[src/rtl/core/first_fit_pool_allocator_assert.svh]
// Assertion macros for the pool allocator.
`ifndef FIRST_FIT_POOL_ALLOCATOR_ASSERT_SVH
`define FIRST_FIT_POOL_ALLOCATOR_ASSERT_SVH
`ifndef ASSERT_OFF
`define FFPA_AST_IMPLY(label, clk, rst_n, a, b, msg) \
    label: assert property (@(posedge clk) disable iff (!(rst_n)) (a) |-> (b)) \
        else $error(msg);
`define FFPA_AST_NEXT(label, clk, rst_n, a, b, msg) \
    label: assert property (@(posedge clk) disable iff (!(rst_n)) (a) |=> (b)) \
        else $error(msg);
`else
`define FFPA_AST_IMPLY(label, clk, rst_n, a, b, msg)
`define FFPA_AST_NEXT(label, clk, rst_n, a, b, msg)
`endif
`endif

[src/rtl/core/ffpa_pkg.sv]
`default_nettype none
package ffpa_pkg;

    localparam int DIV_W = 18;

    localparam logic [1:0] MODE_ALLOC  = 2'd0;
    localparam logic [1:0] MODE_FREE   = 2'd1;
    localparam logic [1:0] MODE_REPORT = 2'd2;
    localparam logic [1:0] MODE_RSVD   = 2'd3;

    localparam logic [1:0] ST_OK       = 2'd0;
    localparam logic [1:0] ST_FAIL     = 2'd1;
    localparam logic [1:0] ST_NOTFOUND = 2'd2;

    localparam logic [15:0] MIN_SPLIT_RESET = 16'd32;

    typedef struct packed {
        logic busy;
        logic done;
    } t_div_stat;

    // Greatest common divisor of two positive constants, by repeated subtraction.
    function automatic int gcd(input int a, input int b);
        int x;
        int y;
        x = a;
        y = b;
        while (x != y) begin
            if (x > y) begin
                x = x - y;
            end else begin
                y = y - x;
            end
        end
        return x;
    endfunction

endpackage
`default_nettype wire

[src/rtl/core/ffpa_div.sv]
`default_nettype none
module ffpa_div #(
    parameter int DIVISOR = 4
) (
    input  wire logic                          i_clk,
    input  wire logic                          i_rst_n,
    input  wire logic                          i_start,
    input  wire logic [ffpa_pkg::DIV_W-1:0]    i_num,
    output logic      [ffpa_pkg::DIV_W-1:0]    o_quo,
    output ffpa_pkg::t_div_stat                o_stat
);
    localparam int W  = ffpa_pkg::DIV_W;
    localparam int SH = W + $clog2(DIVISOR);
    localparam longint unsigned MUL = ((64'd1 << SH) + DIVISOR - 1) / DIVISOR;
    localparam int MW = $clog2(MUL + 1);
    localparam int PW = W + MW;

    logic [W-1:0]  r_num;
    logic          r_busy;
    logic          r_done;
    logic [PW-1:0] w_prod;

    // Reciprocal multiplication, exact for every W-bit numerator.
    assign w_prod = PW'(r_num) * PW'(MUL);

    // Register the numerator, then register the quotient in the following cycle.
    always_ff @(posedge i_clk) begin
        if (!i_rst_n) begin
            r_busy <= 1'b0;
            r_done <= 1'b0;
        end else begin
            r_busy <= i_start;
            r_done <= r_busy;
            if (i_start) begin
                r_num <= i_num;
            end
            if (r_busy) begin
                o_quo <= W'(w_prod >> SH);
            end
        end
    end

    assign o_stat.busy = r_busy;
    assign o_stat.done = r_done;
endmodule
`default_nettype wire

[config.mk]
export PLATFORM = sky130hd
export DESIGN_NAME = ffpa_div
export DESIGN_NICKNAME = d
export VERILOG_FILES = /design/src/rtl/core/first_fit_pool_allocator_assert.svh /design/src/rtl/core/ffpa_pkg.sv /design/src/rtl/core/ffpa_div.sv
export SDC_FILE = /design/constraint.sdc
export NUM_CORES = 1
export LEC_CHECK = 0
export BUFFER_PORTS_ARGS = -buffer_cell sky130_fd_sc_hd__buf_2
export CAP_MARGIN = 20
export CORE_ASPECT_RATIO = 1.75
export CORE_MARGIN = 2
export CORE_UTILIZATION = 28
export CTS_BUF_LIST = sky130_fd_sc_hd__clkbuf_4 sky130_fd_sc_hd__clkbuf_8
export DETAILED_ROUTE_END_ITERATION = 16
export SLEW_MARGIN = 15
export SYNTH_ARGS = -nofsm -noshare
export SYNTH_HDL_FRONTEND = slang
export SYNTH_SLANG_ARGS = --single-unit
[constraint.sdc]
create_clock -name i_clk -period 1.7 [get_ports i_clk]
set_clock_uncertainty 0.15 [all_clocks]
set_input_delay 0.085 -clock i_clk [delete_from_list [all_inputs] [get_ports i_clk]]
set_output_delay 0.085 -clock i_clk [all_outputs]
set_load 0.01 [all_outputs]
Word-level counts from Yosys, hierarchy flattened
Index checks and enable logic that the tools add are counted.
{ "totals": {"ff_bits": 36, "latchBits": 0, "ramBits": 0, "romBits": 0, "input_bits": 21, "output_inout_bits": 20, "wordCells": 6, "memories": 0} }
{ "classes": {"add_sub_neg": 0, "multipliers": 0, "div": 0, "order_cmp": 0, "n_eq_ne": 0, "shift": 0, "muxes": 0, "bitwise_logic": 0, "n_reduce_logical": 2} }
{ "op_table": {"columns": ["op", "n"], "rows": [
  ["2-bit AND reduction", 2]
]} }

Depth between registers and ports, before layout
{ "logic_depth": {"depth_word": 1, "ltp_mapped": 1, "mapped_depth_nobuf": 1} }

Least setup slack after synthesis
No wires, ideal clock.
{ "synth_path": {"path_kind": "register to register", "startpoint": "reg r_busy", "endpoint": "reg o_quo[0] (netlist bit) (enable)", "t_arrival_ns": 0.761, "path_slack_ns": 0.415, "stages_incl_launch_ff": 2, "n_path_buf": 0, "period_less_slack_ns": 1.285, "path_cell_list": "dfxtp_1 -> and2_1"} }
{ "synth_via": {"elab_chain_len": 1} }
{ "synth_rtl": {"columns": ["item", "line_no", "source"], "rows": [
  ["start: declaration", "ffpa_div.sv:19", "logic r_busy;"],
  ["start signal: assignment", "ffpa_div.sv:32", "r_busy <= i_start;"],
  ["2-bit AND reduction (no line)", null, null],
  ["end signal: assignment", "ffpa_div.sv:38", "o_quo <= W'(w_prod >> SH);"],
  ["end: declaration", "ffpa_div.sv:9", "output logic [ffpa_pkg::DIV_W-1:0] o_quo,"]
]} }
Every way passes these cells.
A chain may end at the register's enable or synchronous reset.

Worst setup path after layout
{ "layout_path": {"startpoint": "in i_start", "endpoint": "reg r_busy"} }
{ "layout_rtl": {"columns": ["item", "line_no", "source"], "rows": [
  ["start: declaration", "ffpa_div.sv:7", "input wire logic i_start,"]
]} }
No word-level cell between the ends.

==> run summary <==
routability cong. = 0.641
setup bufs post-CTS = 0
CTS Buffer Depth = 2
Critical Path RT = 1.71 ns
status = complete, no violations
crit start category = input port
critical path data arrival time = 1.42 ns
total power per unit cell area = 1040 nW/µm²
cell internal pwr = 1350 µW
Layout area overhead = 48.3%
share of layout cells above drive strength 1 = 43.8%
Worst R2R Setup Slack = 0.54 ns
Post-CTS Resized = 0
drt pass-1 iters = 3
Core Rows = 29
CTS root buf = clkbuf_8
CTS sink cnt = 34
final setup violation count = 0
Distinct cells, synth = 5
sequential area share after synthesis = 94.5%
Worst Setup Path Type = in2reg
period utilisation layout = 82.6%
hold_buf cts = 19
peak supply drop = 561 µV
syn_area_per_cell = 24.6 µm²
Switching Fraction = 17.8%
Tightest Hold Check Type = reg2reg
Slew Limit Fails = 0
cts bufs inserted = 5
Worst setup EP type = flip-flop
multi-input logic area = 32.5 µm²
RSZ-0062 raised after global routing = no
initial cell density of the core = 29.2%
worst skew pair latency = 0.27 ns
Mapped Cells = 43
vias in the first global route = 590
largest net degree at the start of global routing = 17
Post-Syn Area = 1060 µm²
Iter 0 DRT Violations = 14
Seq pwr share = 58.7%
clock slew at reported path FFs = 0.06 ns
clock share of power = 36.3%
DR vias/cell = 3.71
nets@finish = 125
Final Util = 43.3%
Yosys warnings = 0
cell taking the most area after synthesis = edfxtp_1
die height = 85.4 µm
top cells by area, synth = edfxtp_1, dfxtp_1, buf_4
FF/Latch Area = 1000 µm²
htree depth = 2
Remaining DRCs = 0
global route overflow = 0
routed len/inst = 10.5 µm
final hold vios = 0
Die X-Extent = 50.5 µm
Pleak = 0.000618 µW
Period minus WS final = 1.40 ns
core box area = 3630 µm²
initial antenna violation count = 0
FMAX = 0.712 GHz
setup_tns = 0 ns
worst hold slack = 0.270 ns
Tot GR Track Use = 8.62%
Antenna Violating Nets Remaining = 0
vias post-DR = 560
final WL = 1580 µm
Comb pwr share = 5.0%
io pins = 41
flip-flop and latch count after synthesis = 34
Antenna Cells = 0
TritonCTS clock tree = done
top cell type's share of synthesized area = 90.7%
Sw Pwr = 293 µW
fill count = 347
first-pass GRT wire length = 2530 µm
CP max FO = 2
number of buffers added on ports = 36
MaxCap Viol Count = 0
Die ar. = 4310 µm²
Final Power = 1640 µW
## cell usage after synthesis
| master | count |
|---|---|
| edfxtp_1 | 32 |
| and2_1 | 4 |
| buf_4 | 4 |
| dfxtp_1 | 2 |
| conb_1 | 1 |
## cells in the final DEF (no fill, tap or decap)
cell type,n
dlygate4sd3_1,19
edfxtp_1,32
dfxtp_1,2
clkinv_2,1
buf_4,2
conb_1,2
clkbuf_8,6
clkbuf_4,1
buf_2,36
and2_1,4
## worst paths after layout
path | start | endpoint | cells after the start
max | i_start | r_busy | 4
min | r_num[3] | o_quo[1] | 0
max reg2reg | r_busy | o_quo[11] | 2
min reg2reg | r_num[3] | o_quo[1] | 0
## cell families after synthesis
kind of cell,share of synthesized area (%)
other,0.354
AND/OR/NAND/NOR,2.36
buffers and inverters,2.83
flip-flops,94.5
## critical path: stages
cell and delay, ns:
dlygate4sd3_1 0.53, buf_2 0.12, and2_1 0.14, dlygate4sd3_1 0.54
## power by group through the flow
| stage | Clock (µW) | Sequential, µW | Combinational (µW) |
|---|---|---|---|
| 6_report | 595 | 963 | 82.1 |
| 5_1_grt | 650 | 965 | 90.4 |
| 4_1_cts | 614 | 963 | 81.7 |
| 3_5_place_dp | 0 | 981 | 48.5 |
| 3_3_place_gp | 0 | 979 | 46.5 |
| 2_1_floorplan | 0 | 980 | 21.0 |
## state kept, by name, indices dropped and copies added (netlist names)
register	flops
r_busy	1
o_quo	16
r_done	1
r_num	16
## layer usage
layer | global-route usage, % | routed length [µm] | up-vias
met4 | 9.09 | 94 | 0
met5 | 0 | 0 | -
met3 | 2.99 | 125 | 8
met1 | 7.30 | 506 | 246
met2 | 14.4 | 855 | 31
li1 | - | - | 275
## metrics by stage
step | std cells | instance area (µm²) | setup WS, ns
finish | 151 | 1570 | 0.295
global route | 151 | 1570 | 0.278
CTS | 151 | 1570 | 0.307
detailed placement | 124 | 1290 | 0.567
global placement | 124 | 1290 | 0.580
floorplan | 44 | 1060 | 0.415
## layout make-up
cell class / instances / area share (%)
sequential: 34 / 63.7
timing repair buffer: 57 / 24.5
clock buffer: 7 / 5.73
tap: 46 / 3.66
multi-input combinational: 6 / 2.07
clock inverter: 1 / 0.318
No activity file was read; power rests on OpenSTA's default activity.
